### src/mit_pkg.sv
// Shared types, sizes and the permutation table of the matrix inverse-transpose unit.
// Used by mit_ctrl, mit_datapath and matrix_inverse_transpose_unit; depends on nothing.
`timescale 1ns / 1ps
package mit_pkg;

   localparam int MAX_ORDER   = 4;
   localparam int FRAC_BITS   = 16;
   localparam int ELEM_W      = 32;
   localparam int STORE_DEPTH = MAX_ORDER * MAX_ORDER;
   localparam int ADDR_W      = $clog2(STORE_DEPTH);
   localparam int CNT_W       = $clog2(STORE_DEPTH + 1);
   localparam int ROW_W       = $clog2(MAX_ORDER);
   localparam int LIMBS       = MAX_ORDER;
   localparam int LIMB_IDX_W  = $clog2(LIMBS);
   localparam int PROD_W      = ELEM_W * LIMBS;
   localparam int ACC_W       = PROD_W + 3;
   localparam int NUM_W       = ACC_W + 2 * FRAC_BITS;
   localparam int BIT_W       = $clog2(NUM_W);
   localparam int PERM_W      = 5;
   localparam int ORDER_W     = 3;
   localparam logic [ORDER_W-1:0] ORDER_RESET = 3'd3;
   localparam int QUO_W       = ELEM_W + 1;

   typedef enum logic [3:0] {
      S_LOAD, S_PSEL, S_ROW, S_MUL, S_ACC, S_SUM, S_DIV, S_ROUND, S_NEXT, S_EMIT
   } state_type;

   typedef struct packed {
      logic                odd;
      logic [3:0][1:0]     col;
   } perm_type;

   typedef struct packed {
      logic                load_en;
      logic                rd_en;
      logic [ADDR_W-1:0]   rd_addr;
      logic                prod_init;
      logic                prod_odd;
      logic                mul_step;
      logic                mul_first;
      logic                acc_clear;
      logic                acc_add;
      logic                det_latch;
      logic                div_start;
      logic                div_step;
      logic                round_load;
      logic                zero_load;
      logic                out_last;
   } cmd_type;

   typedef struct packed {
      logic                singular;
   } status_type;

   function automatic perm_type mk_perm(input logic [1:0] c0, input logic [1:0] c1,
                                        input logic [1:0] c2, input logic [1:0] c3,
                                        input logic odd);
      perm_type p;
      p.col[0] = c0;
      p.col[1] = c1;
      p.col[2] = c2;
      p.col[3] = c3;
      p.odd    = odd;
      return p;
   endfunction

   // Permutations of order 2 come first, then the rest of order 3, then order 4.
   function automatic perm_type perm_entry(input logic [PERM_W-1:0] idx);
      perm_type p;
      unique case (idx)
         5'd0:    p = mk_perm(2'd0, 2'd1, 2'd2, 2'd3, 1'b0);
         5'd1:    p = mk_perm(2'd1, 2'd0, 2'd2, 2'd3, 1'b1);
         5'd2:    p = mk_perm(2'd0, 2'd2, 2'd1, 2'd3, 1'b1);
         5'd3:    p = mk_perm(2'd1, 2'd2, 2'd0, 2'd3, 1'b0);
         5'd4:    p = mk_perm(2'd2, 2'd0, 2'd1, 2'd3, 1'b0);
         5'd5:    p = mk_perm(2'd2, 2'd1, 2'd0, 2'd3, 1'b1);
         5'd6:    p = mk_perm(2'd0, 2'd1, 2'd3, 2'd2, 1'b1);
         5'd7:    p = mk_perm(2'd0, 2'd3, 2'd1, 2'd2, 1'b0);
         5'd8:    p = mk_perm(2'd1, 2'd0, 2'd3, 2'd2, 1'b0);
         5'd9:    p = mk_perm(2'd1, 2'd3, 2'd0, 2'd2, 1'b1);
         5'd10:   p = mk_perm(2'd3, 2'd0, 2'd1, 2'd2, 1'b1);
         5'd11:   p = mk_perm(2'd3, 2'd1, 2'd0, 2'd2, 1'b0);
         5'd12:   p = mk_perm(2'd0, 2'd2, 2'd3, 2'd1, 1'b0);
         5'd13:   p = mk_perm(2'd0, 2'd3, 2'd2, 2'd1, 1'b1);
         5'd14:   p = mk_perm(2'd2, 2'd0, 2'd3, 2'd1, 1'b1);
         5'd15:   p = mk_perm(2'd2, 2'd3, 2'd0, 2'd1, 1'b0);
         5'd16:   p = mk_perm(2'd3, 2'd0, 2'd2, 2'd1, 1'b0);
         5'd17:   p = mk_perm(2'd3, 2'd2, 2'd0, 2'd1, 1'b1);
         5'd18:   p = mk_perm(2'd1, 2'd2, 2'd3, 2'd0, 1'b1);
         5'd19:   p = mk_perm(2'd1, 2'd3, 2'd2, 2'd0, 1'b0);
         5'd20:   p = mk_perm(2'd2, 2'd1, 2'd3, 2'd0, 1'b0);
         5'd21:   p = mk_perm(2'd2, 2'd3, 2'd1, 2'd0, 1'b1);
         5'd22:   p = mk_perm(2'd3, 2'd1, 2'd2, 2'd0, 1'b1);
         5'd23:   p = mk_perm(2'd3, 2'd2, 2'd1, 2'd0, 1'b0);
         default: p = mk_perm(2'd0, 2'd1, 2'd2, 2'd3, 1'b0);
      endcase
      return p;
   endfunction

endpackage

### src/mit_ctrl.sv
// Sequencer of the matrix inverse-transpose unit: order register, handshakes and counters.
// Depends on mit_pkg; drives mit_datapath through cmd_type and reads status_type.
`timescale 1ns / 1ps
module mit_ctrl
   import mit_pkg::*;
(
   input  logic                clock,
   input  logic                reset,
   input  logic                req_valid,
   input  logic                req_last_element,
   output logic                req_stall,
   output logic                rsp_valid,
   input  logic                rsp_stall,
   input  logic                csr_valid,
   input  logic [ORDER_W-1:0]  csr_matrix_order,
   output logic                csr_ready,
   output cmd_type             cmd,
   input  status_type          status
);

   state_type             state_ff, state_in;
   logic [ORDER_W-1:0]    order_ff;
   logic [PERM_W-1:0]     p_ff, p_in;
   logic [2:0]            r_ff, r_in;
   logic [LIMB_IDX_W-1:0] limb_ff, limb_in;
   logic [ROW_W-1:0]      i_ff, i_in, j_ff, j_in;
   logic [BIT_W-1:0]      bit_ff, bit_in;
   logic                  cof_ff, cof_in;

   logic [2:0]            n;
   logic [ROW_W-1:0]      nm1;
   logic [PERM_W-1:0]     nperm;
   perm_type              pe;
   logic                  sel;
   logic [ROW_W-1:0]      row;
   logic [ADDR_W-1:0]     addr;
   logic                  final_ij;

   assign csr_ready = 1'b1;

   always_comb begin
      if (order_ff < 3'd2) begin
         n = 3'd2;
      end else if (order_ff > 3'(MAX_ORDER)) begin
         n = 3'(MAX_ORDER);
      end else begin
         n = order_ff;
      end
   end

   always_comb begin
      unique case (n)
         3'd2:    nperm = 5'd2;
         3'd3:    nperm = 5'd6;
         default: nperm = 5'd24;
      endcase
   end

   assign nm1      = ROW_W'(n - 3'd1);
   assign pe       = perm_entry(p_ff);
   assign sel      = !cof_ff || (pe.col[i_ff] == j_ff);
   assign row      = r_ff[ROW_W-1:0];
   assign addr     = ADDR_W'(ADDR_W'(row) * ADDR_W'(n)) + ADDR_W'(pe.col[row]);
   assign final_ij = (i_ff == nm1) && (j_ff == nm1);

   always_ff @(posedge clock) begin
      if (reset) begin
         state_ff <= S_LOAD;
         order_ff <= ORDER_RESET;
         p_ff     <= '0;
         r_ff     <= '0;
         limb_ff  <= '0;
         i_ff     <= '0;
         j_ff     <= '0;
         bit_ff   <= '0;
         cof_ff   <= 1'b0;
      end else begin
         state_ff <= state_in;
         if (csr_valid && csr_ready) begin
            order_ff <= csr_matrix_order;
         end
         p_ff    <= p_in;
         r_ff    <= r_in;
         limb_ff <= limb_in;
         i_ff    <= i_in;
         j_ff    <= j_in;
         bit_ff  <= bit_in;
         cof_ff  <= cof_in;
      end
   end

   always_comb begin
      state_in  = state_ff;
      p_in      = p_ff;
      r_in      = r_ff;
      limb_in   = limb_ff;
      i_in      = i_ff;
      j_in      = j_ff;
      bit_in    = bit_ff;
      cof_in    = cof_ff;
      req_stall = 1'b1;
      rsp_valid = 1'b0;
      cmd       = '0;
      cmd.rd_addr  = addr;
      cmd.prod_odd = pe.odd;
      cmd.out_last = final_ij;
      unique case (state_ff)
         S_LOAD: begin
            req_stall = 1'b0;
            if (req_valid) begin
               cmd.load_en = 1'b1;
               if (req_last_element) begin
                  cof_in        = 1'b0;
                  p_in          = '0;
                  cmd.acc_clear = 1'b1;
                  state_in      = S_PSEL;
               end
            end
         end
         S_PSEL: begin
            if (p_ff == nperm) begin
               state_in = S_SUM;
            end else if (sel) begin
               cmd.prod_init = 1'b1;
               r_in          = '0;
               state_in      = S_ROW;
            end else begin
               p_in = p_ff + 5'd1;
            end
         end
         S_ROW: begin
            if (r_ff == n) begin
               state_in = S_ACC;
            end else if (cof_ff && (row == i_ff)) begin
               r_in = r_ff + 3'd1;
            end else begin
               cmd.rd_en = 1'b1;
               limb_in   = '0;
               state_in  = S_MUL;
            end
         end
         S_MUL: begin
            cmd.mul_step  = 1'b1;
            cmd.mul_first = (limb_ff == '0);
            limb_in       = limb_ff + 1'b1;
            if (limb_ff == LIMB_IDX_W'(LIMBS - 1)) begin
               r_in     = r_ff + 3'd1;
               state_in = S_ROW;
            end
         end
         S_ACC: begin
            cmd.acc_add = 1'b1;
            p_in        = p_ff + 5'd1;
            state_in    = S_PSEL;
         end
         S_SUM: begin
            if (!cof_ff) begin
               cmd.det_latch = 1'b1;
               i_in          = '0;
               j_in          = '0;
               state_in      = S_NEXT;
            end else begin
               cmd.div_start = 1'b1;
               bit_in        = '0;
               state_in      = S_DIV;
            end
         end
         S_DIV: begin
            cmd.div_step = 1'b1;
            bit_in       = bit_ff + 1'b1;
            if (bit_ff == BIT_W'(NUM_W - 1)) begin
               state_in = S_ROUND;
            end
         end
         S_ROUND: begin
            cmd.round_load = 1'b1;
            state_in       = S_EMIT;
         end
         S_NEXT: begin
            if (status.singular) begin
               cmd.zero_load = 1'b1;
               state_in      = S_EMIT;
            end else begin
               cof_in        = 1'b1;
               p_in          = '0;
               cmd.acc_clear = 1'b1;
               state_in      = S_PSEL;
            end
         end
         S_EMIT: begin
            rsp_valid = 1'b1;
            if (!rsp_stall) begin
               if (final_ij) begin
                  state_in = S_LOAD;
               end else begin
                  if (j_ff == nm1) begin
                     j_in = '0;
                     i_in = i_ff + 1'b1;
                  end else begin
                     j_in = j_ff + 1'b1;
                  end
                  state_in = S_NEXT;
               end
            end
         end
         default: state_in = S_LOAD;
      endcase
   end

endmodule

### config.mk
export PLATFORM = sky130hd
export DESIGN_NAME = mit_ctrl
export DESIGN_NICKNAME = d
export VERILOG_FILES = /design/src/mit_pkg.sv /design/src/mit_ctrl.sv
export SDC_FILE = /design/constraint.sdc
export NUM_CORES = 1
export LEC_CHECK = 0
export BUFFER_PORTS_ARGS = -buffer_cell sky130_fd_sc_hd__buf_2
export CAP_MARGIN = 5
export CORE_ASPECT_RATIO = 1.4
export CORE_MARGIN = 4
export CORE_UTILIZATION = 35
export CTS_BUF_LIST = sky130_fd_sc_hd__clkbuf_4
export DETAILED_ROUTE_END_ITERATION = 7
export GPL_ROUTABILITY_DRIVEN = 0
export PLACE_DENSITY = 0.62
export SYNTH_ARGS = -nofsm -noshare
export SYNTH_HDL_FRONTEND = slang
export SYNTH_SLANG_ARGS = --single-unit
### constraint.sdc
create_clock -name clock -period 6.8 [get_ports clock]
set_input_delay 1.36 -clock clock [delete_from_list [all_inputs] [get_ports clock]]
set_output_delay 1.36 -clock clock [all_outputs]
set_load 0.03 [all_outputs]
## Word-level counts from Yosys, hierarchy flattened

Memory sizes are Yosys's and may differ from the RTL's. A register that Yosys moved wholly into a read port is not among the register bits.
Index checks and enable logic that the tools add are counted.
Widths: inputs -> output; s select.

| storage, ports and cells | value |
|---|---|
| bits in registers | 30 |
| ROM bits | 288 |
| input port bits | 10 |
| output and inout bits | 21 |
| memories | 1 |

Memory list:

| memory | words | bits a word | rd ports | clocked after Yosys merged registers in | wr ports | line | text |
|---|---|---|---|---|---|---|---|
| (name not given) | 32 | 9 | 1 | 1 | 0 | mit_pkg.sv:70 | `unique case (idx)` |

| operators by class | value |
|---|---|
| $add $sub $neg | 8 |
| multipliers | 1 |
| order comparisons | 4 |
| eq/ne operators | 37 |
| mux-type cells | 75 |
| reductions and logical operators | 20 |

Operators by type and width:

| cell | count |
|---|---|
| $mux 4 | 12 |
| $pmux 4 s10 | 1 |
| $mux 5 | 7 |
| $ne 2x2->1 const B | 16 |
| $mux 2 | 13 |
| $mux 1 | 23 |
| $mux 3 | 7 |
| $pmux 5 s4 | 1 |
| $eq 4x3->1 const B | 4 |
| $pmux 8 s2 | 1 |
| $pmux 2 s2 | 3 |
| $reduce_and 6->1 | 2 |
| $pmux 5 s2 | 1 |
| $pmux 3 s3 | 1 |
| $add 8x1->8 const B | 1 |
| $bmux 2 s2 | 2 |
| $eq 2x2->1 | 4 |
| $eq 4x2->1 const B | 2 |
| $eq 4x4->1 const B | 2 |
| $eq 8x8->1 const B | 1 |
| $mux 8 | 1 |
| $reduce_and 4->1 | 2 |
| $reduce_bool 2->1 | 4 |
| $reduce_and 7->1 | 1 |
| 26 further kinds | 33 |

## Logic depth before layout (Yosys ltp)

Gate-level depths: netlist (run 1).

| logic depth | value |
|---|---|
| depth in word-level cells | 10 |
| gate-level depth with buffers | 17 |

## Worst setup path before layout (run 1)

No wires, ideal clock.

| path | value |
|---|---|
| kind | flip-flop to output port |
| start point | register r_ff[0] |
| end point | output cmd[15] (netlist name) |
| arrival time | 2.906 ns |
| slack | 2.534 ns |
| stages on the path, launching flop included | 11 |
| buffers on the path | 1 |
| cell sequence | dfxtp_1 -> clkbuf_1 -> mux4_2 -> inv_1 -> fa_1 -> inv_1 -> ha_1 -> inv_1 -> fa_1 -> xnor2_1 -> xnor2_1 |

RTL lines:

| element | line | text |
|---|---|---|
| from (decl) | mit_ctrl.sv:24 | `logic [2:0] r_ff, r_in;` |
| from (signal assigned) | mit_ctrl.sv:83 | `r_ff <= r_in;` |
| to (decl) | mit_ctrl.sv:17 | `output cmd_type cmd,` |

==> results.md, run 1 <==
* Hold path endpoint: limb_ff[1]$_SDFFE_PP0P_
* Hold Fails Final Rpt at 0
* Pre-CTS setup slack at 2.663 ns
* Cell variety after synth at 76
* Ranking of synthesized cells by area: dfxtp_1, ha_1, nor2_1
* Worst path max stage delay at 0.56 ns
* Chip height at 116.6 um
* Hold buffer count at cts at 0
* Pin count of the biggest net entering global routing at 27
* Worst R2R Path Depth at 13
* CP Depth at 10
* Slowest stage cell, crit path: dfxtp_1
* Initial antenna violation count at 0
* Final WL at 6980 um
* Worst R2R Start: order_ff[2]$_SDFFE_PP0P_
* Slew @ Worst Pin at 0.6686 ns
* Post-synth EDFFs at 0
* DP Wirelength at 5479 um
* Area grow syn2layout at 8.273%
* # Post-CTS Setup Buffers at 0
* Worst-case clock skew at 0.008855 ns
* Type of the worst setup path: reg -> out
* FMAX at 222.9 MHz
* Most used cells in the layout excluding fill and tap cells: nor2_1, dfxtp_1, buf_2
* Delay-heaviest family, CP: adder cells
* HP Class: reg -> reg
* GRT overflow at 0
* Crit path from: r_ff[0]$_SDFFE_PP0P_
* Seq/Total Area, Yosys at 26.47%
* Relative slew slack at 55.43%
* Synth warn at 0
* Cells after synthesis at 368
* Status: finished, final reports clean
* Final Max Slew Viols at 0
* Ys flop type: dfxtp_1
* CTS tree: yes
* Vias per cell at 5.292
* Die Wd at 85.58 um
* CTS Root Cell: clkbuf_4
* Syn Area/Cell at 8.014 um^2
* IO Pins at 31
* Hold slack at 0.5039 ns
* Share of layout cells above drive strength 1 at 19.53%
* Syn_nets at 397
* Area after DPL at 3118 um^2
* CP max FO at 8
* Clock Sinks at 39
* I/O Buffers at 29
* DRC at 0
* Final #Nets at 413
* Hold Startpoint: limb_ff[1]$_SDFFE_PP0P_
* Buffers & Inverters on Critical Path at 4
* Setup-failing EPs final at 0
* Setup tns final at 0 ns
* Most common cell after layout, fill and taps aside: nor2_1
* FF+latch count, synth at 39
* Drt wl/cell at 14.36 um
* Design Power at 0.7722 mW
* Post-CTS sizing at 0
* Clk buf depth at 2
* Diode count at 0
* Initial Utilization at 35.97%
* Filler cells at 860
* CP most frequent cell: inv_1
* Pwr Density at 241.9 nW/um^2
* Clk pin slew, worst setup/hold paths at 0.13 ns
* Synth async-reset ratio at 0%
* First-pass GRT wire length at 11590 um
* GRT Resource Usage Total at 14.45%
* VDD IR max at 0.1640 mV
* ANT nets after route at 0
* Router iterations before antenna repair at 7
* Post-Syn Area at 2949 um^2
* Crit-path cells: mux4_2 > inv_1 > fa_1 > inv_1 > ha_1 > inv_1 > fa_1 > xnor2_1 > xnor2_1 > buf_2
* Worst Setup Slack, final at 2.313 ns
* Max Cap Viol at 0
* Core ar. at 8198 um^2
* Tcrit/Tclk final at 65.98%
* Vias in the first global route at 2486
* WHS Path Cells at 2
* Die Area at 9979 um^2
* Post-synth top area share at 26.47%
* Clock latency on the worst-skew pair at 0.35 ns
* Synth area leader: dfxtp_1
* FF-to-FF setup slack at 3.44 ns
* Worst reg2reg path endpoint: pe[5]$_DFF_P_
* Site row count at 39
* RSZ-0062 raised after global routing: false
* Worst setup SP type: flip-flop
* First-iteration detailed-routing DRC count at 112
* H-tree Lvls at 2
* Crit end category: output port
* Total CTS buffers at 5
* Vias at 2572
* WP data required at 5.44 ns
* Post-layout min period at 4.487 ns
* Final instance area at 3193 um^2
* Crit path DAT at 3.13 ns
* Pleak at 1.295 nW
cells in the mapped netlist (8+ instances only):
master,n
inv_1,24
o21ai_0,13
dfxtp_1,39
nor2_1,55
nor3_1,12
nand2_1,26
mux2i_1,8
xnor2_1,11
a21oi_1,15
nand3_1,12
ha_1,17
clkbuf_1,10
metrics by stage:
stage                     instances  utilization, %
after floorplan                 368               -
after global placement          479           38.03
after detailed placement        479           38.03
after CTS                       486           38.95
after global routing            486           38.95
final                           486           38.95
area by class of cell:
type / instances / area [um^2] / share of cell area, %
Multi-Input combinational cell: 281 / 1954 / 61.21
Clock buffer: 5 / 37.54 / 1.176
Tap cell: 102 / 127.6 / 3.997
Clock inverter: 2 / 37.54 / 1.176
Timing Repair Buffer: 29 / 145.1 / 4.545
Inverter: 28 / 110.1 / 3.448
Sequential cell: 39 / 780.7 / 24.45
cell families (layout without fill, tap and decap cells):
family,count (synthesis),count (layout),synth area share [%]
simple gates,157,157,28.94
fa+ha+maj,20,20,8.952
buf+inv,48,64,7.255
mux,14,14,5.897
compound gates,71,71,16.76
xor+xnor,18,18,5.600
flops,39,39,26.47
other cells,1,1,0.1272
worst max path at each step:
stage                     endpoint  slack, ns
after floorplan            cmd[15]       2.53
after global routing       cmd[15]       2.06
after detailed placement   cmd[15]       2.66
after global placement     cmd[15]       2.73
final                      cmd[15]       2.31
after CTS                  cmd[15]       2.26
registers in the layout, summed over array words and instances, names as in the netlist:
name and cells:
p_ff 5, cof_ff 1, limb_ff 2, i_ff 2, j_ff 2, pe 9
state_ff 4, bit_ff 8, r_ff 3, order_ff 3
worst min-delay path, delay by kind of cell, from the launching register on:
| kind | cells | cell delay, ns |
|---|---|---|
| flops | 1 | 0.35 |
| simple gates | 1 | 0.07 |
| compound gates | 1 | 0.06 |
metal layers:
layer	wire (um)	part of all wire (%)	vias up	GRT usage [%]
met5	0	0	-	0
met4	171	2.4	0	5.702
met3	291	4.2	16	2.682
met2	3632	52	57	26.66
met1	2884	41	1202	16.29
li1	-	-	1297	-
where the power goes:
| part | switching [mW] | internal [mW] | total, mW |
|---|---|---|---|
| logic | 0.214 | 0.123 | 0.338 |
| registers | 0.0339 | 0.245 | 0.279 |
| clock network | 0.0802 | 0.0754 | 0.156 |
| total | 0.329 | 0.444 | 0.772 |
(Power assumes the default switching activity.)
==> inputs of run 2 (changes only) <==
==> constraint.sdc (replaced) <==
create_clock -name clock -period 4.61 [get_ports clock]
set_input_delay 0.922 -clock clock [delete_from_list [all_inputs] [get_ports clock]]
set_output_delay 0.922 -clock clock [all_outputs]
set_load 0.03 [all_outputs]
==> results.md, run 2 (synthesis gave the netlist of run 1 again) <==
* Status: finished, final reports clean
* Total CTS buffers at 5 (unchanged)
* Post-CTS sizing at 0 (unchanged)
* Die Wd at 85.58 um (unchanged)
* Setup-failing EPs final at 0 (unchanged)
* Tcrit/Tclk final at 87.34%
* Dpl cells at 479 (unchanged)
* VDD IR max at 0.2131 mV (+30%)
* Vias per cell at 5.349 (+1.1%)
* Pin count of the biggest net entering global routing at 27 (unchanged)
* Clock latency on the worst-skew pair at 0.35 ns (about the same)
* Area grow syn2layout at 7.679%
* Setup crit end: cmd[15]
* Final #Nets at 413 (unchanged)
* Pleak at 1.286 nW (-0.65%)
* DRC at 0 (unchanged)
* Clk buf depth at 2 (unchanged)
* Worst-case clock skew at 0.01197 ns (+0.003119 ns)
* Vias in the first global route at 2504 (+0.72%)
* Diode count at 0 (unchanged)
* ANT nets after route at 0 (unchanged)
* Clk pin slew, worst setup/hold paths at 0.12 ns (about the same)
* Post-layout min period at 4.026 ns
* CTS tree: yes
* Max Cap Viol at 0 (unchanged)
* CP max FO at 8 (unchanged)
* Multi-input gate area at 1954 um^2 (unchanged)
* Core ar. at 8198 um^2 (unchanged)
* FF-to-FF setup slack at 1.26 ns (-2.18 ns)
* Vias at 2605 (+1.3%)
* # Post-CTS Setup Buffers at 0 (unchanged)
* Most used cells in the layout excluding fill and tap cells: nor2_1, dfxtp_1, buf_2
* Crit path from: r_ff[0]$_SDFFE_PP0P_
* H-tree Lvls at 2 (unchanged)
* First-pass GRT wire length at 11620 um (+0.29%)
* Most common cell after layout, fill and taps aside: nor2_1
* First-iteration detailed-routing DRC count at 101 (-9.8%)
* I/O Buffers at 29 (unchanged)
* Hold slack at 0.4988 ns (-0.005132 ns)
* DP Wirelength at 5498 um (+0.34%)
* Die Area at 9979 um^2 (unchanged)
* Final WL at 6846 um (-1.9%)
* Initial Utilization at 35.97% (unchanged)
* FMAX at 248.4 MHz
* Chip height at 116.6 um (unchanged)
* Slew @ Worst Pin at 0.6751 ns (+0.006540 ns)
* Hold Fails Final Rpt at 0 (unchanged)
* Worst R2R Start: order_ff[2]$_SDFFE_PP0P_
* Drt wl/cell at 14.06 um (-2.1%)
* Hold buffer count at cts at 0 (unchanged)
* CTS Root Cell: clkbuf_4
* Router iterations before antenna repair at 4 (-3)
* Crit end category: output port
* Site row count at 39 (unchanged)
* Type of the worst setup path: reg -> out
* Largest register FFs at 9 (unchanged)
* Setup tns final at 0 ns (unchanged)
* Non-Filler Instances at 487 (+0.21%)
* Worst reg2reg path endpoint: pe[5]$_DFF_P_
* RSZ-0062 raised after global routing: false
* Crit path DAT at 3.10 ns (-0.03 ns)
* Clock Sinks at 39 (unchanged)
* Worst setup SP type: flip-flop
* Worst R2R Path Depth at 13 (unchanged)
* Pwr Density at 340.9 nW/um^2 (+41%)
* IO Pins at 31 (unchanged)
* GRT overflow at 0 (unchanged)
* Share of layout cells above drive strength 1 at 19.48% (-0.051 points)
* GRT Resource Usage Total at 14.48% (+0.034 points)
* HP Class: reg -> reg
* Filler cells at 880 (+2.3%)
* Final Max Slew Viols at 0 (unchanged)
* Relative slew slack at 54.58% (-0.85 points)
* Reg area at 780.7 um^2 (unchanged)
* Initial antenna violation count at 0 (unchanged)
* WP data required at 3.69 ns (-1.75 ns)
run 2: area by class of cell:
cell class              instances  share of cell area [%]
inverters                      28                   3.467
clock inverters                 3                  0.6304
multi-input cells             281                   61.54
clock buffers                   5                   1.182
flip-flops and latches         39                   24.59
well taps                     102                   4.019
repair buffers                 29                   4.571
run 2: layer usage:
layer	wire length (um)	up-vias	GRT usage, %
met5	0	-	0
met4	183	0	6.336
met3	252	15	2.893
met2	3614	42	26.61
met1	2795	1242	16.05
li1	-	1306	-
run 2: worst max-delay path, cell delays in order, from the launching register on:
cell and delay, ns:
dfxtp_1 0.56, mux4_2 0.56, inv_1 0.09, fa_1 0.39, inv_1 0.07, ha_1 0.14
inv_1 0.05, fa_1 0.40, xnor2_1 0.17, xnor2_1 0.13, buf_2 0.21
run 2: power by group:
part	internal [mW]	switching (mW)	total, mW
clock network	0.0585	0.117	0.176
registers	0.361	0.0498	0.411
logic	0.182	0.313	0.495
total	0.602	0.480	1.08
run 2: worst min path at each step:
stage	cells past startpoint	slack, ns	to	startpoint
final	2	0.50	limb_ff[1]$_SDFFE_PP0P_	limb_ff[1]$_SDFFE_PP0P_
after global routing	1	0.54	limb_ff[0]$_SDFFE_PP0P_	limb_ff[0]$_SDFFE_PP0P_
after CTS	2	0.50	limb_ff[1]$_SDFFE_PP0P_	limb_ff[1]$_SDFFE_PP0P_
after detailed placement	2	0.48	limb_ff[1]$_SDFFE_PP0P_	limb_ff[1]$_SDFFE_PP0P_
after global placement	2	0.48	limb_ff[1]$_SDFFE_PP0P_	limb_ff[1]$_SDFFE_PP0P_
after floorplan	1	0.47	limb_ff[0]$_SDFFE_PP0P_	limb_ff[0]$_SDFFE_PP0P_
run 2: metrics by stage:
stage	worst slack, ns	total power, mW	cell area, um^2	util [%]
after CTS	0.5360	1.099	3176	38.74
after floorplan	0.7819	0.8189	2949	-
after detailed placement	0.9604	0.9161	3118	38.03
final	0.5838	1.082	3176	38.74
after global routing	0.3418	1.164	3176	38.74
after global placement	0.9857	0.9083	3118	38.03
